File: src/bsx_pkg.sv
// ============================================================================
// bsx_pkg
// Shared types, constants and constant tables of the sRGB to XYZ converter.
// ============================================================================
package bsx_pkg;

   localparam int PIX_W           = 8;
   localparam int OUT_W           = 21;
   localparam int LIN_W           = 25;
   localparam int COEF_W          = 24;
   localparam int PROD_W          = LIN_W + COEF_W;
   localparam int ACC_W           = PROD_W + 1;
   localparam int Q_SHIFT         = 24;
   localparam int DEFAULT_FRAC_BITS = 12;
   localparam int ROM_DEPTH       = 256;

   typedef struct packed {
      logic [PIX_W-1:0] blue;
      logic [PIX_W-1:0] green;
      logic [PIX_W-1:0] red;
      logic [PIX_W-1:0] alpha_in;
   } req_type;

   typedef struct packed {
      logic [OUT_W-1:0] x_val;
      logic [OUT_W-1:0] y_val;
      logic [OUT_W-1:0] z_val;
      logic [PIX_W-1:0] alpha_out;
   } rsp_type;

   // Linear channels in Q24, index 0 is red, 1 is green, 2 is blue.
   typedef struct packed {
      logic [2:0][LIN_W-1:0] lin;
      logic [PIX_W-1:0]      alpha;
   } lin_type;

   typedef struct packed {
      logic [2:0][2:0][PROD_W-1:0] prod;
      logic [PIX_W-1:0]            alpha;
   } prod_type;

   // Row sums in Q48, index 0 is X, 1 is Y, 2 is Z.
   typedef struct packed {
      logic [2:0][ACC_W-1:0] acc;
      logic [PIX_W-1:0]      alpha;
   } acc_type;

   typedef logic [ROM_DEPTH-1:0][LIN_W-1:0] lin_rom_type;
   typedef logic [2:0][2:0][COEF_W-1:0]     coef_mat_type;

   function automatic logic [COEF_W-1:0] coef_q24(input logic [63:0] n);
      logic [63:0] q;
      begin
         q = ((n << Q_SHIFT) + 64'd5000000) / 64'd10000000;
         coef_q24 = q[COEF_W-1:0];
      end
   endfunction

   function automatic coef_mat_type build_coef();
      coef_mat_type m;
      begin
         m[0][0] = coef_q24(64'd4124564);
         m[0][1] = coef_q24(64'd3575761);
         m[0][2] = coef_q24(64'd1804375);
         m[1][0] = coef_q24(64'd2126729);
         m[1][1] = coef_q24(64'd7151522);
         m[1][2] = coef_q24(64'd721750);
         m[2][0] = coef_q24(64'd193339);
         m[2][1] = coef_q24(64'd1191920);
         m[2][2] = coef_q24(64'd9503041);
         build_coef = m;
      end
   endfunction

   // The sRGB decode curve, evaluated at elaboration: the power segment finds
   // t^0.4 as the largest r whose fifth power stays at or below t squared.
   function automatic lin_rom_type build_lin_rom();
      lin_rom_type rom;
      logic [63:0] v;
      logic [63:0] a;
      logic [63:0] t;
      logic [63:0] t2;
      logic [63:0] lo;
      logic [63:0] hi;
      logic [63:0] mid;
      logic [63:0] p;
      logic [63:0] e;
      int          i;
      int          k;
      int          n;
      begin
         for (i = 0; i < ROM_DEPTH; i++) begin
            v = 64'(i);
            if (v <= 64'd10) begin
               e = (((v * 64'd100) << Q_SHIFT) + 64'd164730) / 64'd329460;
            end else begin
               a  = 64'd1000 * v + 64'd14025;
               t  = ((a << Q_SHIFT) + 64'd134512) / 64'd269025;
               t2 = (t * t + (64'd1 << (Q_SHIFT - 1))) >> Q_SHIFT;
               lo = 64'd0;
               hi = 64'd1 << Q_SHIFT;
               for (n = 0; n < Q_SHIFT + 2; n++) begin
                  if (lo < hi) begin
                     mid = (lo + hi + 64'd1) >> 1;
                     p   = mid;
                     for (k = 0; k < 4; k++) begin
                        p = (p * mid) >> Q_SHIFT;
                     end
                     if (p <= t2) begin
                        lo = mid;
                     end else begin
                        hi = mid - 64'd1;
                     end
                  end
               end
               e = (t2 * lo + (64'd1 << (Q_SHIFT - 1))) >> Q_SHIFT;
            end
            rom[i] = e[LIN_W-1:0];
         end
         build_lin_rom = rom;
      end
   endfunction

   localparam lin_rom_type  LIN_ROM = build_lin_rom();
   localparam coef_mat_type COEF    = build_coef();

endpackage

File: src/bsx_scale.sv
// ============================================================================
// bsx_scale
// Scales each row sum by 255, rounds to the output format and saturates.
// ============================================================================
module bsx_scale
   import bsx_pkg::*;
#(
   parameter int FRAC_BITS = DEFAULT_FRAC_BITS
)
(
   input  logic    clock,
   input  logic    reset,
   input  logic    in_valid,
   input  acc_type in_acc,
   output logic    in_stall,
   output logic    out_valid,
   output rsp_type out_rsp,
   input  logic    out_stall
);

   localparam int SC_W      = ACC_W + 8;
   localparam int SHIFT     = 2 * Q_SHIFT - FRAC_BITS;
   localparam logic [SC_W-1:0] ROUND_ADD = SC_W'(1) << (SHIFT - 1);

   logic                   rsp_valid_ff;
   rsp_type                rsp_ff;
   rsp_type                rsp_in;
   logic                   adv_rsp;
   logic [2:0][OUT_W-1:0]  val;

   assign adv_rsp = !rsp_valid_ff || !out_stall;

   always_comb begin
      logic [SC_W-1:0] scaled;
      logic [SC_W-1:0] shifted;
      for (int r = 0; r < 3; r++) begin
         scaled  = {in_acc.acc[r], 8'd0} - SC_W'(in_acc.acc[r]) + ROUND_ADD;
         shifted = scaled >> SHIFT;
         if (|shifted[SC_W-1:OUT_W]) begin
            val[r] = '1;
         end else begin
            val[r] = shifted[OUT_W-1:0];
         end
      end
      rsp_in.x_val     = val[0];
      rsp_in.y_val     = val[1];
      rsp_in.z_val     = val[2];
      rsp_in.alpha_out = in_acc.alpha;
   end

   always_ff @(posedge clock) begin
      if (reset) begin
         rsp_valid_ff <= 1'b0;
      end else if (adv_rsp) begin
         rsp_valid_ff <= in_valid;
      end
   end

   always_ff @(posedge clock) begin
      if (adv_rsp && in_valid) begin
         rsp_ff <= rsp_in;
      end
   end

   assign in_stall  = !adv_rsp;
   assign out_valid = rsp_valid_ff;
   assign out_rsp   = rsp_ff;

endmodule

File: config.mk
export PLATFORM = sky130hd
export DESIGN_NAME = bsx_scale
export DESIGN_NICKNAME = d
export VERILOG_FILES = /design/src/bsx_pkg.sv /design/src/bsx_scale.sv
export SDC_FILE = /design/constraint.sdc
export NUM_CORES = 1
export LEC_CHECK = 0
export ABC_AREA = 1
export BUFFER_PORTS_ARGS = -buffer_cell sky130_fd_sc_hd__buf_2
export CORE_AREA = 8 8 175 177
export CTS_CLUSTER_DIAMETER = 30
export DETAILED_ROUTE_END_ITERATION = 16
export DIE_AREA = 0 0 183 185
export GPL_TIMING_DRIVEN = 0
export MAX_ROUTING_LAYER = met4
export PLACE_DENSITY = 0.91
export SLEW_MARGIN = 0
export SYNTH_ARGS = -nofsm -noshare
export SYNTH_HDL_FRONTEND = slang
export SYNTH_SLANG_ARGS = --single-unit
File: constraint.sdc
create_clock -name clock -period 13.85 [get_ports clock]
set_input_delay 3.4625 -clock clock [delete_from_list [all_inputs] [get_ports clock]]
set_output_delay 3.4625 -clock clock [all_outputs]
set_load 0.01 [all_outputs]
* Word-level counts from Yosys, hierarchy flattened *
Cells that the tools add are included.

storage, ports and cells
  register bits after elaboration = 72
  bits of input ports = 162
  output and inout port bits = 73
  logic and storage cells = 16

operators by class
  add/subtract/negate cells = 6
  reduce and logical (&&, ||, !) cells = 5

operators with widths
  kind                                                               number
  58-bit by 36-bit adder with 58-bit output (second input constant)  3
  58-bit by 50-bit subtractor with 58-bit output                     3
  1-bit logical NOT                                                  3
  1-bit logical AND                                                  1
  1-bit logical OR                                                   1

* Depth between registers and ports, before layout *
Gate-level depths: netlist of the first run.

  depth after elaboration = 3
  depth in mapped cells = 18

* Worst setup path before layout of the first run *
Ideal clock, no wire load.

  path kind = input-to-reg
  from = input port out_stall
  to = register rsp_ff (netlist bit out_rsp[0]), enable pin
  arrival time = 6.580 ns
  required time = 13.350 ns
  slack = 6.769 ns
  stages on the path = 3
  path through = nand2_1 -> inv_1 -> nor2_1

on the way
  cells in the longest elaborated chain, start to end = 3

RTL lines
  element               RTL line         text
  from (decl)           bsx_scale.sv:18  input logic out_stall
  1-bit logical NOT     bsx_scale.sv:31  assign adv_rsp = !rsp_valid_ff || !out_stall;
  1-bit logical OR      bsx_scale.sv:31
  1-bit logical AND     bsx_scale.sv:60  if (adv_rsp && in_valid) begin
  to (signal assigned)  bsx_scale.sv:61  rsp_ff <= rsp_in;
  to (decl)             bsx_scale.sv:26  rsp_type rsp_ff;

Every way passes these cells.
A chain may end at the register's enable or synchronous reset.

* Worst setup path after layout of the first run *
  from = input port out_stall
  to = output port in_stall

on the way
  cells in the longest elaborated chain, start to end = 3

RTL lines
  element            RTL line         text
  1-bit logical NOT  bsx_scale.sv:31
  1-bit logical OR   bsx_scale.sv:31
  1-bit logical NOT  bsx_scale.sv:65  assign in_stall = !adv_rsp;
  to (decl)          bsx_scale.sv:15  output logic in_stall,

Every way passes these cells.

==> flow_summary.yaml, run 1 <==
pwr:
  power_density_nw_per_um2: 65.4
  vdd_drop_max_uv: 56.3
  power_mw: 1.31
  p_leak_nw: 13.1
sta:
  worstMarginPinSlew_ns: 0.647
  finalCritPeriodShare: 0.530
  hold_viol_final: 0
  tns_ns: 0
  setup_violations: 0
  rsz0062_at_grt: "false"
  slew_viol_final: 0
  relSlewSlack: 0.568
  hold-worst-slack_ns: 0.510
  layout_min_cycle_time_ns: 7.34
  max_freq_ghz: 0.136
  finClkSkew_ns: 0.0194
floorplan:
  initial_core_util: 0.645
  die_h_um: 185
  top_level_ports: 235
  dieArea_um2: 33900
  die_x_um: 183
  core_area_um2: 28100
  num_rows: 62
logic_synthesis:
  synth_largest_area_cell: "nand2_1"
  synth_top_area_frac: 0.289
  syn_area_um2: 18100
  yosysSeqAreaShare: 0.119
  synth-seq-cells: 72
  postSynthAreaPerCell_um2: 5.28
  ys_top_cells_by_area: "nand2_1, inv_1, ha_1"
  synthCells: 3430
  syn_nets: 3862
  synthDistinctLibCells: 33
  ys_warn_count: 0
detailed_routing:
  drtAntennaViolNets: 0
  wl_per_cell_um: 13.8
  drt_iter0_markers: 1955
  first_pass_iters: 6
  drc_errors: 0
  routed_wl_um: 55900
  vias: 20600
  vias_per_cell: 5.07
final_layout:
  fin_cells: 4067
  drive_gt1_frac: 0.0956
  fin_nets: 4109
  post-route-util: 0.716
  area_delta_synth_final_pct: 11.0
hold_path:
  hold_class: "register to register"
placement:
  port_buffers: 234
  gp_congestion: 1.07
  placed_cells: 4050
  hpwl_um: 49600
worst_setup_path:
  regToRegSetupSlack_ns: 12.22
  crit_fanout: 2
  startpoint_type: "input pin"
  timing.rr.start: "out_valid$_SDFFE_PP0N_"
  worstPathRequired_ns: 10.39
  crit_path_start: "out_stall"
  crit_arrival_ns: 3.88
  cp-endpoint: "in_stall"
  r2r_cells: 4
  criticalPathCategory: "input pin to primary output"
  critPathCaptureType: "primary output"
  rr_endpoint: "out_rsp[31]$_SDFFCE_PP1P_"
clock_network:
  holdBufCountCts: 0
  clock-sinks: 72
  cts_tree: "done"
  post-cts-setup-buffer-count: 0
  clkTransAtPathRegs_ns: 0.08
  numCtsBuffers: 9
  clk_latency_ns: 0.36
  post_cts_resized: 0
  root_buffer: "clkbuf_16"
  clockBufferDepth: 2
  htreeDepth: 3
flow_run:
  max-cap-violations: 0
run_status:
  outcome: "finished, final reports clean"
global_route:
  grt_pass1_wl_um: 88500
  antenna_found_initial: 1
  grt_max_degree: 31
  gr-total-overflow: 0
  globalRouteTotalUtil: 0.333
  grt_pass1_vias: 18700
-- power by group --
part           switching [mW]  internal (mW)
Sequential            0.00610          0.272
Clock                   0.114          0.125
Combinational           0.528          0.269
Total                   0.648          0.667
-- cell usage in the layout (no fill, tap or decap), types with 48 or more instances in the layout --
| cell type | n |
|---|---|
| a21oi_1 | 76 |
| buf_2 | 234 |
| edfxtp_1 | 71 |
| ha_1 | 270 |
| inv_1 | 955 |
| nand2_1 | 1392 |
| nand2_2 | 48 |
| nand3_1 | 149 |
| nand4_1 | 55 |
| nor2_1 | 265 |
-- worst max-delay path, stage by stage --
cell	delay (ns)
buf_2	0.08
nand2_1	0.07
inv_1	0.11
buf_2	0.15
-- how the worst min path moves through the flow --
stage / start / endpoint / slack (ns) / depth (start not counted)
detailed placement: out_valid$_SDFFE_PP0N_ / out_valid$_SDFFE_PP0N_ / 0.52 / 2
finish: out_valid$_SDFFE_PP0N_ / out_valid$_SDFFE_PP0N_ / 0.51 / 2
floorplan: out_valid$_SDFFE_PP0N_ / out_valid$_SDFFE_PP0N_ / 0.49 / 2
CTS: out_valid$_SDFFE_PP0N_ / out_valid$_SDFFE_PP0N_ / 0.53 / 2
global route: out_valid$_SDFFE_PP0N_ / out_valid$_SDFFE_PP0N_ / 0.54 / 2
global placement: out_valid$_SDFFE_PP0N_ / out_valid$_SDFFE_PP0N_ / 0.46 / 2
-- cell families after synthesis --
| kind of cell | Yosys count | synth area share |
|---|---|---|
| DFF | 72 | 0.119 |
| AOI/OAI and AO/OA | 109 | 0.0337 |
| adders and majority gates | 270 | 0.187 |
| and+or+nand+nor | 2006 | 0.455 |
| buffers and inverters | 970 | 0.205 |
| xor gates and xnor gates | 3 | 0.00145 |
-- metrics by stage --
| stage | cell area [um2] | setup WS, ns |
|---|---|---|
| after floorplan | 18100 | 6.77 |
| after detailed placement | 19800 | 6.49 |
| final | 20100 | 6.51 |
| after global placement | 19800 | 5.40 |
| after CTS | 20100 | 6.49 |
| after global routing | 20100 | 6.48 |
-- flip-flops by register name, indices dropped and copies added (netlist names) --
name       flops
out_valid      1
out_rsp       71
-- layout make-up --
type,count,area [um2]
clock inverter,7,62.6
fill,2708,7980
tap,384,480
timing repair buffer,236,1220
clock buffer,9,225
sequential,72,2150
antenna,1,2.50
multi-input combinational,2388,12300
buffer,6,88.8
inverter,964,3620
-- Yosys cell counts, drive strengths merged --
library cell  instances
and3                  5
nor4                  1
inv                 964
dfxtp                 1
a21o                  4
nand4                55
nor3                 38
nor2                301
and2                  2
buf                   6
o21a                  1
a211oi                1
a21boi                4
o21ai                 6
a21oi                76
ha                  270
xnor2                 3
o21bai               14
nand2              1441
nand3b               13
edfxtp               71
nor2b                 1
o22ai                 2
nand3               149
o211ai                1
-- per-layer routing --
layer | track usage | up-vias | routed length (um)
met2 | 0.530 | 861 | 24000
met4 | 0.120 | 0 | 2050
met1 | 0.429 | 8916 | 24600
met5 | - | - | 0
li1 | - | 10700 | -
met3 | 0.0422 | 135 | 5220
(Power assumes the default switching activity.)
==> run 2: changes to the inputs <==
Settings changed: ABC_AREA 1 to 0, CORE_AREA 8 8 175 177 to 8 8 156 158, DIE_AREA 0 0 183 185 to 0 0 164 166, PLACE_DENSITY 0.91 to 0.81.
Clock period 13.85 ns to 6.5 ns, I/O delays scaled along.
==> flow_summary.yaml, run 2 <==
run_status:
  outcome: "finished, final reports clean"
logic_synthesis:
  synthDistinctLibCells: 82
  ys_warn_count: 0
  synth_edf_count: 71
  ys_top_cells_by_area: "ha_1, edfxtp_1, a21oi_1"
  synth_ff_type: "edfxtp_1"
  synth_top_area_frac: 0.301
  synthCells: 1348
  synth-async-reset-ratio: 0
  postSynthAreaPerCell_um2: 8.33
  synth_most_common_cell: "ha_1"
  synth-seq-cells: 72
  synth_largest_area_cell: "ha_1"
  yosysSeqAreaShare: 0.192
  syn_area_um2: 11200
  syn_nets: 1780
  synth_common_cells: "ha_1, inv_1, a21oi_1"
sta:
  hold-worst-slack_ns: 0.669
  rsz0062_at_grt: "false"
  finClkSkew_ns: 0.0106
  relSlewSlack: 0.497
  max_freq_ghz: 0.213
  setup_violations: 0
  slew_viol_final: 0
  hold_viol_final: 0
  layout_min_cycle_time_ns: 4.70
  worstMarginPinSlew_ns: 0.747
  tns_ns: 0
  finalCritPeriodShare: 0.723
worst_setup_path:
  startpoint_type: "input pin"
  worstPathRequired_ns: 6.57
  rr_endpoint: "out_rsp[31]$_SDFFCE_PP1P_"
  criticalPathCategory: "input pin to register"
  regToRegSetupSlack_ns: 4.99
  crit_fanout: 10
  critPathCaptureType: "register"
  r2r_cells: 3
  crit_arrival_ns: 4.77
  timing.rr.start: "out_valid$_SDFFE_PP0N_"
final_layout:
  largest_reg_flops: 71
  final_common_cell: "ha_1"
  final_cell_mix: "ha_1, buf_2, inv_1"
  area_delta_synth_final_pct: 17.3
  post-route-util: 0.596
  fin_nets: 2027
  fin_cells: 1896
  fillers: 1973
  final_cell_area_um2: 13200
  drive_gt1_frac: 0.179
clock_network:
  holdBufCountCts: 0
  root_buffer: "clkbuf_16"
  cts_tree: "done"
  clockBufferDepth: 2
  clkTransAtPathRegs_ns: 0.06
  post_cts_resized: 0
  clk_latency_ns: 0.34
  numCtsBuffers: 9
  clock-sinks: 72
  post-cts-setup-buffer-count: 0
  htreeDepth: 3
placement:
  gp_congestion: 0.956
  port_buffers: 234
  place_area_um2: 12800
  hpwl_um: 28200
  placed_cells: 1869
hold_path:
  hold_depth: 3
  hold_class: "register to register"
  worstHoldStart: "out_valid$_SDFFE_PP0N_"
  hold_end: "out_valid$_SDFFE_PP0N_"
global_route:
  grt_pass1_wl_um: 52800
  globalRouteTotalUtil: 0.240
  grt_pass1_vias: 11300
  grt_max_degree: 36
  antenna_found_initial: 11
  gr-total-overflow: 0
floorplan:
  dieArea_um2: 27200
  initial_core_util: 0.508
  die_x_um: 164
  core_area_um2: 22100
  top_level_ports: 235
  die_h_um: 166
  num_rows: 55
detailed_routing:
  routed_wl_um: 32600
  drc_errors: 0
  first_pass_iters: 5
  drtAntennaViolNets: 0
  drt_iter0_markers: 698
  vias_per_cell: 5.80
  wl_per_cell_um: 17.2
  vias: 11000
pwr:
  power_frac_comb: 0.496
  power.internal_mw: 1.45
  power_density_nw_per_um2: 179
  switchingPower_uw: 910
  clkPwrFrac: 0.244
  p_leak_nw: 6.80
  swShare: 0.385
  vdd_drop_max_uv: 122
  power_frac_seq: 0.260
flow_run:
  max-cap-violations: 0
run 2: cell types whose count changed in the layout (fill, tap and decap cells not counted), moves of 48 or more:
cell     previous run  this run
nand2_2            48         0
inv_1             955       153
nand2_1          1392       130
o21ai_0             6        66
a21o_1              4        69
nand3_1           149        30
nor2_1            265        54
a21oi_1            76       145
run 2: power by group through the flow:
stage	logic (mW)	clock network [mW]	registers [mW]
2_1_floorplan	0.777	0	0.658
3_3_place_gp	1.12	0	0.626
3_5_place_dp	1.15	0	0.624
4_1_cts	1.16	0.582	0.615
5_1_grt	1.30	0.598	0.619
6_report	1.17	0.576	0.613
run 2: how the worst max path moves through the flow:
stage	from	to	slack, ns	cells past startpoint
global placement	out_stall	out_rsp[29]$_SDFFCE_PP1P_	-0.32	3
finish	in_acc[44]	out_rsp[68]$_SDFFCE_PP1P_	1.80	14
global route	in_acc[18]	out_rsp[68]$_SDFFCE_PP1P_	1.54	14
floorplan	out_stall	out_rsp[0]$_DFFE_PP_	1.0	2
CTS	in_acc[44]	out_rsp[68]$_SDFFCE_PP1P_	1.84	14
detailed placement	in_acc[44]	out_rsp[68]$_SDFFCE_PP1P_	1.49	14
run 2: layer usage:
layer  routed length [um]  track usage  share of wire
met5                    0            -              0
met4                  887       0.0902          0.027
met3                 2290       0.0429          0.070
met2                15900        0.411           0.49
met1                13500        0.274           0.41
run 2: per-stage QoR:
step | setup slack [ns] | total power [mW]
floorplan | 0.999 | 1.44
global placement | -0.325 | 1.75
detailed placement | 1.49 | 1.78
CTS | 1.84 | 2.36
global route | 1.54 | 2.52
finish | 1.80 | 2.36
run 2: kinds of logic after synthesis:
| logic type | share of synthesized area |
|---|---|
| DFF | 0.192 |
| xor gates and xnor gates | 0.0506 |
| adders and majority gates | 0.301 |
| and+or+nand+nor | 0.151 |
| AOI/OAI and AO/OA | 0.244 |
| buffers and inverters | 0.0616 |
| muxes | 0.000892 |
run 2: worst max-delay path, cell delays in order:
cell,delay (ns)
buf_2,0.12
inv_1,0.05
ha_1,0.28
ha_1,0.28
clkbuf_1,0.30
nand4_1,0.19
a2111oi_0,0.38
o31a_1,0.28
o21ai_2,0.14
o21ai_2,0.29
a41oi_2,0.19
xnor2_2,0.24
buf_2,0.28
o21ai_1,0.13
run 2: cell type report:
type | count | area [um2] | area share
multi-input combinational | 1097 | 8390 | 0.637
sequential | 72 | 2150 | 0.163
timing repair buffer | 236 | 1220 | 0.0925
inverter | 153 | 574 | 0.0436
tap | 285 | 357 | 0.0271
clock buffer | 10 | 229 | 0.0174
buffer | 26 | 118 | 0.00893
clock inverter | 6 | 108 | 0.00817
antenna | 11 | 27.5 | 0.00209
